`src/hw/rtl/htmlesc_pkg.sv`:
```
// Shared types and character codes for the HTML entity escaper.
package htmlesc_pkg;

  localparam int unsigned RunMax   = 6;
  localparam int unsigned RunIdxW  = $clog2(RunMax);
  localparam int unsigned RunLenW  = $clog2(RunMax + 1);

  localparam logic [7:0] ChTab    = 8'h09;
  localparam logic [7:0] ChNl     = 8'h0A;
  localparam logic [7:0] ChCr     = 8'h0D;
  localparam logic [7:0] ChCtlMax = 8'h1F;
  localparam logic [7:0] ChDel    = 8'h7F;
  localparam logic [7:0] ChSpace  = 8'h20;
  localparam logic [7:0] ChQuot   = 8'h22;
  localparam logic [7:0] ChHash   = 8'h23;
  localparam logic [7:0] ChAmp    = 8'h26;
  localparam logic [7:0] ChApos   = 8'h27;
  localparam logic [7:0] ChZero   = 8'h30;
  localparam logic [7:0] ChThree  = 8'h33;
  localparam logic [7:0] ChNine   = 8'h39;
  localparam logic [7:0] ChSemi   = 8'h3B;
  localparam logic [7:0] ChLess   = 8'h3C;
  localparam logic [7:0] ChGreat  = 8'h3E;
  localparam logic [7:0] ChLowA   = 8'h61;
  localparam logic [7:0] ChLowG   = 8'h67;
  localparam logic [7:0] ChLowL   = 8'h6C;
  localparam logic [7:0] ChLowM   = 8'h6D;
  localparam logic [7:0] ChLowO   = 8'h6F;
  localparam logic [7:0] ChLowP   = 8'h70;
  localparam logic [7:0] ChLowQ   = 8'h71;
  localparam logic [7:0] ChLowT   = 8'h74;
  localparam logic [7:0] ChLowU   = 8'h75;

  typedef enum logic [2:0] {
    CLS_PLAIN,
    CLS_LT,
    CLS_GT,
    CLS_QUOT,
    CLS_AMP,
    CLS_APOS,
    CLS_NUM
  } char_cls_e;

  typedef logic [RunMax-1:0][7:0] run_bytes_t;

endpackage

```
`src/hw/rtl/html_entity_escaper_unit.sv`:
```
// HTML entity escaper: classify, digit split, run build and byte serialiser.
// Throughput: one byte per cycle; busy_o holds the whole pipeline while the serialiser
// is inside a run, and drops on that run's last byte.
// Reset clears all valid bits and the serialiser index; no result follows reset.
// The receiver cannot stall: out_valid_o marks each byte for exactly one cycle.
module html_entity_escaper_unit
  import htmlesc_pkg::*;
(
  input  logic       clk_i,
  input  logic       rst_ni,
  input  logic       start_i,
  input  logic [7:0] in_byte_i,
  input  logic       in_last_i,
  output logic       busy_o,
  output logic       out_valid_o,
  output logic [7:0] out_byte_o,
  output logic       run_last_o,
  output logic       string_end_o
);

  // stage 1: input register
  logic       s1_valid_q;
  logic [7:0] s1_byte_q;
  logic       s1_last_q;

  // stage 2: class, hundreds digit and remainder
  logic       s2_valid_q;
  char_cls_e  s2_cls_q, s2_cls_d;
  logic [7:0] s2_byte_q;
  logic       s2_last_q;
  logic [1:0] s2_hund_q, s2_hund_d;
  logic [6:0] s2_rem_q, s2_rem_d;
  logic       s2_ge10_q;
  logic       s2_ge100_q;

  // stage 3: run held in the serialiser
  logic               s3_valid_q;
  run_bytes_t         s3_run_q, s3_run_d;
  logic [RunLenW-1:0] s3_len_q, s3_len_d;
  logic [RunIdxW-1:0] s3_idx_q;
  logic               s3_last_q;

  logic               hold;
  logic               advance;
  logic               run_end;

  logic       out_valid_q;
  logic [7:0] out_byte_q;
  logic       run_last_q;
  logic       string_end_q;

  assign run_end = (RunLenW'(s3_idx_q) == s3_len_q - RunLenW'(1));
  assign hold    = s3_valid_q && !run_end;
  assign advance = !hold;
  assign busy_o  = hold;

  // classify and split off the hundreds digit
  always_comb begin
    logic [7:0] rem8;
    rem8 = s1_byte_q;
    s2_hund_d = 2'd0;
    if (s1_byte_q >= 8'd200) begin
      s2_hund_d = 2'd2;
      rem8 = s1_byte_q - 8'd200;
    end else if (s1_byte_q >= 8'd100) begin
      s2_hund_d = 2'd1;
      rem8 = s1_byte_q - 8'd100;
    end
    s2_rem_d = rem8[6:0];
    case (s1_byte_q)
      ChLess:  s2_cls_d = CLS_LT;
      ChGreat: s2_cls_d = CLS_GT;
      ChQuot:  s2_cls_d = CLS_QUOT;
      ChAmp:   s2_cls_d = CLS_AMP;
      ChApos:  s2_cls_d = CLS_APOS;
      ChTab, ChNl, ChCr: s2_cls_d = CLS_PLAIN;
      default: begin
        if (s1_byte_q <= ChCtlMax || s1_byte_q >= ChDel) begin
          s2_cls_d = CLS_NUM;
        end else begin
          s2_cls_d = CLS_PLAIN;
        end
      end
    endcase
  end

  // tens and units by reciprocal multiply, then build the run
  always_comb begin
    logic [14:0] prod;
    logic [3:0]  tens;
    logic [6:0]  tens_x10;
    logic [6:0]  units;
    prod     = 15'(s2_rem_q) * 15'd205;
    tens     = prod[14:11];
    tens_x10 = 7'(tens) * 7'd10;
    units    = s2_rem_q - tens_x10;
    s3_run_d = '0;
    s3_len_d = RunLenW'(1);
    case (s2_cls_q)
      CLS_LT: begin
        s3_run_d[0] = ChAmp;  s3_run_d[1] = ChLowL;
        s3_run_d[2] = ChLowT; s3_run_d[3] = ChSemi;
        s3_len_d = RunLenW'(4);
      end
      CLS_GT: begin
        s3_run_d[0] = ChAmp;  s3_run_d[1] = ChLowG;
        s3_run_d[2] = ChLowT; s3_run_d[3] = ChSemi;
        s3_len_d = RunLenW'(4);
      end
      CLS_QUOT: begin
        s3_run_d[0] = ChAmp;  s3_run_d[1] = ChLowQ;
        s3_run_d[2] = ChLowU; s3_run_d[3] = ChLowO;
        s3_run_d[4] = ChLowT; s3_run_d[5] = ChSemi;
        s3_len_d = RunLenW'(6);
      end
      CLS_AMP: begin
        s3_run_d[0] = ChAmp;  s3_run_d[1] = ChLowA;
        s3_run_d[2] = ChLowM; s3_run_d[3] = ChLowP;
        s3_run_d[4] = ChSemi;
        s3_len_d = RunLenW'(5);
      end
      CLS_APOS: begin
        s3_run_d[0] = ChAmp;   s3_run_d[1] = ChHash;
        s3_run_d[2] = ChThree; s3_run_d[3] = ChNine;
        s3_run_d[4] = ChSemi;
        s3_len_d = RunLenW'(5);
      end
      CLS_NUM: begin
        s3_run_d[0] = ChAmp;
        s3_run_d[1] = ChHash;
        s3_run_d[2] = s2_ge100_q ? (ChZero + 8'(s2_hund_q)) : ChSpace;
        s3_run_d[3] = s2_ge10_q ? (ChZero + 8'(tens)) : ChSpace;
        s3_run_d[4] = ChZero + 8'(units);
        s3_run_d[5] = ChSemi;
        s3_len_d = RunLenW'(6);
      end
      default: begin
        s3_run_d[0] = s2_byte_q;
      end
    endcase
  end

  // control state
  always_ff @(posedge clk_i or negedge rst_ni) begin
    if (!rst_ni) begin
      s1_valid_q  <= 1'b0;
      s2_valid_q  <= 1'b0;
      s3_valid_q  <= 1'b0;
      s3_idx_q    <= '0;
      out_valid_q <= 1'b0;
    end else begin
      out_valid_q <= s3_valid_q;
      if (advance) begin
        s1_valid_q <= start_i;
        s2_valid_q <= s1_valid_q;
        s3_valid_q <= s2_valid_q;
        s3_idx_q   <= '0;
      end else begin
        s3_idx_q <= s3_idx_q + RunIdxW'(1);
      end
    end
  end

  // payload
  always_ff @(posedge clk_i) begin
    out_byte_q   <= s3_run_q[s3_idx_q];
    run_last_q   <= run_end;
    string_end_q <= run_end && s3_last_q;
    if (advance) begin
      s1_byte_q  <= in_byte_i;
      s1_last_q  <= in_last_i;
      s2_cls_q   <= s2_cls_d;
      s2_byte_q  <= s1_byte_q;
      s2_last_q  <= s1_last_q;
      s2_hund_q  <= s2_hund_d;
      s2_rem_q   <= s2_rem_d;
      s2_ge10_q  <= (s1_byte_q >= 8'd10);
      s2_ge100_q <= (s1_byte_q >= 8'd100);
      s3_run_q   <= s3_run_d;
      s3_len_q   <= s3_len_d;
      s3_last_q  <= s2_last_q;
    end
  end

  assign out_valid_o  = out_valid_q;
  assign out_byte_o   = out_byte_q;
  assign run_last_o   = run_last_q;
  assign string_end_o = string_end_q && out_valid_q;

  a_busy_emits : assert property (@(posedge clk_i) disable iff (!rst_ni)
    busy_o |=> out_valid_o)
    else $error("busy without a byte strobed next cycle");

  a_run_contiguous : assert property (@(posedge clk_i) disable iff (!rst_ni)
    out_valid_o && !run_last_o |=> out_valid_o)
    else $error("run broken before its last byte");

  a_end_on_run_last : assert property (@(posedge clk_i) disable iff (!rst_ni)
    string_end_o |-> out_valid_o && run_last_o)
    else $error("string end outside a run's last byte");

endmodule

```
`config.mk`:
```
export PLATFORM = sky130hd
export DESIGN_NAME = html_entity_escaper_unit
export DESIGN_NICKNAME = d
export VERILOG_FILES = /design/src/hw/rtl/htmlesc_pkg.sv /design/src/hw/rtl/html_entity_escaper_unit.sv
export SDC_FILE = /design/constraint.sdc
export NUM_CORES = 1
export LEC_CHECK = 0
export BUFFER_PORTS_ARGS = -buffer_cell sky130_fd_sc_hd__buf_2
export CAP_MARGIN = 25
export CORE_ASPECT_RATIO = 0.8
export CORE_MARGIN = 2
export CORE_UTILIZATION = 62
export DETAILED_ROUTE_END_ITERATION = 10
export PLACE_DENSITY = 0.81
export SYNTH_ARGS = -nofsm -noshare
export SYNTH_HDL_FRONTEND = slang
export SYNTH_SLANG_ARGS = --single-unit
```
`constraint.sdc`:
```
create_clock -name clk_i -period 8.2 [get_ports clk_i]
set_clock_uncertainty 0.2 [all_clocks]
set_input_delay 0 -clock clk_i [delete_from_list [all_inputs] [get_ports clk_i]]
set_output_delay 0 -clock clk_i [all_outputs]
set_load 0.01 [all_outputs]
```
### Word level (Yosys, flattened, before mapping)

Index checks and enable logic that the tools add are counted.

| word-level totals | value |
|---|---|
| bits of input ports | 12 |
| bits in registers | 101 |
| logic and storage cells | 80 |
| output and inout bits | 12 |

| operators by class | value |
|---|---|
| order comparisons | 6 |
| reduce and logical (&&, ||, !) cells | 10 |
| multiply operators | 2 |
| muxes and demuxes | 14 |
| add/sub/neg operators | 8 |
| eq/ne operators | 15 |

Operators by type and width:

| operator | number |
|---|---|
| one-hot mux 23 bit (6 select lines) | 1 |
| equality test 8 x 6 -> 1 bit (second input constant) | 5 |
| two-way mux 7 bit | 4 |
| binary-select mux 8 bit (select 3 bit) | 1 |
| equality test 8 x 4 -> 1 bit (second input constant) | 3 |
| one-hot mux 8 bit (3 select lines) | 1 |
| one-hot mux 3 bit (6 select lines) | 1 |
| greater-or-equal comparator 8 x 7 -> 1 bit (second input constant) | 2 |
| multiplier 7 x 8 -> 15 bit (second input constant) | 1 |
| subtractor 7 bit (second input constant) | 2 |
| equality test 3 bit (second input constant) | 3 |
| one-hot mux 3 bit (3 select lines) | 1 |
| adder 6 x 7 -> 8 bit (first input constant) | 1 |
| greater-or-equal comparator 8 x 4 -> 1 bit (second input constant) | 1 |
| greater-or-equal comparator 8 bit (second input constant) | 1 |
| <= comparator 8 x 5 -> 1 bit (second input constant) | 1 |
| two-way mux 8 bit | 1 |
| adder 6 x 2 -> 7 bit (first input constant) | 1 |
| adder 6 x 4 -> 7 bit (first input constant) | 1 |
| subtractor 7 bit | 1 |
| equality test 3 x 2 -> 1 bit (second input constant) | 2 |
| multiplier 4 x 3 -> 6 bit (second input constant) | 1 |
| two-way mux 3 bit | 2 |
| two-way mux 6 bit | 1 |
| 12 further kinds | 16 |

### Logic depth before layout (Yosys ltp)

| logic depth | value |
|---|---|
| word-level depth | 5 |
| gate-level depth with buffers | 24 |
| gate-level depth less buffers | 24 |

### Least setup slack after synthesis

Ideal clock, no wire load.

| path | value |
|---|---|
| kind | reg2reg |
| start | reg s2_rem_q[4] |
| end | reg s3_run_q[38] (netlist bit) (data pin) |
| setup time | 0.259 ns |
| setup slack | 2.515 ns |
| arrival time | 5.226 ns |
| cell stages (with the launch flop) | 24 |
| path buffers | 0 |
| period minus slack after synthesis | 5.685 ns |
| required time | 7.741 ns |
| path through | edfxtp_1 -> ha_1 -> inv_1 -> fa_1 -> inv_1 -> ha_1 -> inv_1 -> fa_1 -> inv_1 -> ha_1 -> nand4_1 -> a211oi_1 -> a21o_1 -> a41oi_2 -> xnor2_2 -> ha_1 -> ha_1 -> inv_1 -> fa_1 -> ha_1 -> xor2_1 -> ha_1 -> xor3_1 -> o21bai_1 |

RTL lines:

| item | line | source |
|---|---|---|
| start: declaration | html_entity_escaper_unit.sv:32 | `logic [6:0] s2_rem_q, s2_rem_d;` |
| start signal: assignment | html_entity_escaper_unit.sv:176 | `s2_rem_q <= s2_rem_d;` |
| end signal: assignment | html_entity_escaper_unit.sv:179 | `s3_run_q <= s3_run_d;` |
| end: declaration | html_entity_escaper_unit.sv:38 | `run_bytes_t s3_run_q, s3_run_d;` |

==> key figures <==
Status
  – Status: completed

CTS
  – CTS clock-pin slew for the worst setup and hold paths: about 80 ps
  – CTS resizes: 0
  – Post-CTS setup buffer count: 0
  – Root buffer cell: clkbuf_8
  – CTS Buf Count: 9
  – TritonCTS clock tree: done
  – CTS Sinks: 85
  – Clock Latency Late Sink: 340 ps
  – H-Tree Depth: 3
  – CTS max path bufs: 2
  – Cts hold-fix bufs: 12

Layout
  – Layout Cells excl Fill: 551
  – Final #Nets: 515
  – Fillers: roughly 510
  – Layout cells sized above 1: between 10% and 20%
  – Area grow syn2layout: 10.38%
  – Antenna cells: 0

Worst setup path
  – Critical path destination: s3_run_q[38]$_DFFE_PN_
  – Worst Path Max Fanout: 5
  – Critical R2R Capture: s3_run_q[38]$_DFFE_PN_
  – Critical Path Source: s2_rem_q[4]$_DFFE_PN_
  – Arrival @ worst endpoint: slightly above 6000 ps
  – FF-to-FF Start: s2_rem_q[4]$_DFFE_PN_
  – Worst Reg-to-Reg Cells: 23
  – Endpoint type of the worst setup path: flop
  – Critical path type: reg2reg
  – R2R setup slack: around 2100 ps
  – Startpoint class of the critical path: flop
  – WP data required: 8200 ps

Placed design
  – # port buffers: 23
  – GPL Wtd Cong: about 0.91
  – Hpwl dp: approximately 6.4 mm
  – Placed insts: between 500 and 600

Timing
  – Final max-slew violation count: 0
  – RSZ-0062 raised after global routing: no
  – Final worst-path cycle share: 74.86%
  – Final Setup Violations: 0
  – Min Tclk post-route: 6138 ps
  – Rel. slew slack: about 43%
  – TNS Setup: 0 ps
  – Final Hold Fails: 0
  – Tightest Pin Transition: 854.5 ps
  – Max Freq: 0.1629 GHz

Logic synthesis
  – Synth top area share: between 40 and 50%
  – Primary FF master, synth: edfxtp_1
  – Most frequent cell after synthesis: edfxtp_1
  – Post-synthesis async set-or-reset flop share: between 8 and 9%
  – Cells after Synth: slightly above 400
  – Post-Syn Area: roughly 4800 um2
  – Ys Warns: 0
  – Area contributors post-synth: edfxtp_1, ha_1, dfxtp_1
  – Syn nets: 482
  – Cell taking the most area after synthesis: edfxtp_1
  – Mapped Avg Cell Area: 11.73 um2
  – Number of synthesized register bits: 85
  – EDFF count, synth: 68
  – Synth cell count leaders: edfxtp_1, ha_1, inv_1
  – Post-synth cell types: 45
  – Register area share after synthesis: a little over 50%

Routing
  – # DRC: 0
  – DRT iter0 DRCs: 190
  – Antenna-violating nets left: 0
  – First-pass detailed-route iteration total: 5
  – Avg WL per Cell: around 15 um
  – Final WL: roughly 8.4 mm
  – Via density: approximately 5.5
  – Via count: roughly 3000

Min path
  – Type of the most critical hold path: in2reg
  – Cell count of the worst hold path: 2

Global route
  – Vias in the first global route: around 2800
  – Total GRT Usage: a little over a fifth
  – GRT overflow: 0
  – Largest net degree at the start of global routing: 75
  – First-pass GRT wire length: approximately 14 mm
  – Antenna violations before repair: 0

Die
  – Core area: about 7400 um2
  – Initial Util: between 60% and 70%
  – Row cnt: 28
  – DIE WIDTH: around 100 um
  – Die Area: about 8400 um2
  – IO Pins: 24
  – Die height: approximately 83 um

Job
  – Maxcap violations: 0
-- cell usage in the layout (no fill, tap or decap), types with 2 or more instances in the layout --
| master | instances |
|---|---|
| dfxtp_1 | 10 |
| fa_1 | 10 |
| nand2b_1 | 7 |
| o22ai_1 | 4 |
| buf_2 | 23 |
| xor2_1 | 3 |
| a21o_1 | 9 |
| a211oi_1 | 2 |
| nor2b_1 | 2 |
| a31oi_1 | 3 |
| nor2_1 | 29 |
| o21bai_1 | 3 |
| or2_2 | 3 |
| dfrtp_1 | 7 |
| dlygate4sd3_1 | 12 |
| clkinvlp_4 | 2 |
| nand3b_1 | 2 |
| nand4_1 | 3 |
| inv_1 | 51 |
| ha_1 | 52 |
| o21ai_0 | 13 |
| nand2_1 | 22 |
| nor3_1 | 7 |
| a21oi_1 | 23 |
| edfxtp_1 | 68 |
| xnor2_1 | 14 |
| a22oi_1 | 2 |
| mux2_2 | 2 |
| inv_6 | 2 |
| mux4_2 | 4 |
| nand3_1 | 6 |
| mux2i_1 | 10 |
| and2_1 | 8 |
| clkbuf_8 | 9 |
-- kinds of logic (layout without fill, tap and decap cells) --
group	Yosys count	after routing	synth area share, %
flip-flops	85	85	50.50
AND/OR/NAND/NOR	94	94	9.436
AO/OA/AOI/OAI	67	67	8.782
buffers and inverters	65	103	5.123
multiplexers	16	16	4.443
XOR/XNOR	19	19	3.947
adder cells (fa/ha/maj)	62	62	17.77
-- per-stage QoR --
step / area [um2] / hold WS (ps) / setup slack, ps / util (%)
after floorplan: 4787 / -495.6 / 2515 / -
final: 5284 / 161.9 / 2062 / 71.14
after global routing: 5284 / 149.0 / 1799 / 71.14
after detailed placement: 4990 / -351.7 / 2089 / 67.18
after CTS: 5284 / 146.7 / 2051 / 71.14
after global placement: 4990 / -359.5 / 2275 / 67.18
-- worst min-delay path by stage --
stage                  from                     end  slack, ps
4_1_cts        in_byte_i[3]  s1_byte_q[3]$_DFFE_PN_        150
2_1_floorplan        rst_ni   out_valid_o$_DFF_PN0_       -500
3_3_place_gp         rst_ni   s3_idx_q[2]$_DFF_PN0_       -360
6_report       in_byte_i[2]  s1_byte_q[2]$_DFFE_PN_        160
5_1_grt           in_last_i     s1_last_q$_DFFE_PN_        150
3_5_place_dp         rst_ni   s3_idx_q[2]$_DFF_PN0_       -350
-- sequential cells by signal, summed over array words and instances, names as in the netlist --
signal        flops
s3_idx_q          3
s2_valid_q        1
out_valid_o       1
string_end_q      1
s2_rem_q          5
s1_byte_q         8
s1_last_q         1
s3_len_q          3
s2_hund_q         2
s2_byte_q         8
s2_last_q         1
s2_cls_q          3
run_last_o        1
s3_last_q         1
out_byte_o        8
s3_run_q         34
s1_valid_q        1
s2_ge10_q         1
s2_ge100_q        1
s3_valid_q        1
-- worst max-delay path, stage by stage, from the launching register on --
cell and delay [ps]:
edfxtp_1 490, ha_1 370, inv_1 60, fa_1 500, inv_1 40, ha_1 260, inv_1 50, fa_1 510
inv_1 50, ha_1 270, nand4_1 80, a211oi_1 250, a21o_1 190, a41oi_2 160, xnor2_2 270, ha_1 290
ha_1 200, inv_1 60, fa_1 420, ha_1 330, xor2_1 230, ha_1 190, xor3_1 400, o21bai_1 130
-- layout make-up --
type	instances	area [um2]	share of cell area [%]
flip-flops and latches	85	2417	45.75
inverters	51	191.4	3.623
well taps	105	131.4	2.486
repair buffers	36	242.7	4.594
clock inverters	7	50.05	0.9472
multi-input cells	258	2127	40.26
clock buffers	9	123.9	2.344
-- metal layers --
| metal | track usage, % | vias up | routed length (um) |
|---|---|---|---|
| met5 | 0 | - | 0 |
| met4 | 5.333 | 0 | 47 |
| met3 | 4.125 | 8 | 549 |
| met2 | 32.96 | 115 | 3808 |
| met1 | 32.16 | 1404 | 3967 |
| li1 | - | 1495 | - |
Power is left out: the tool's default activity adds up to more than one toggle a clock period on the data nets, which glitch-free logic cannot reach.
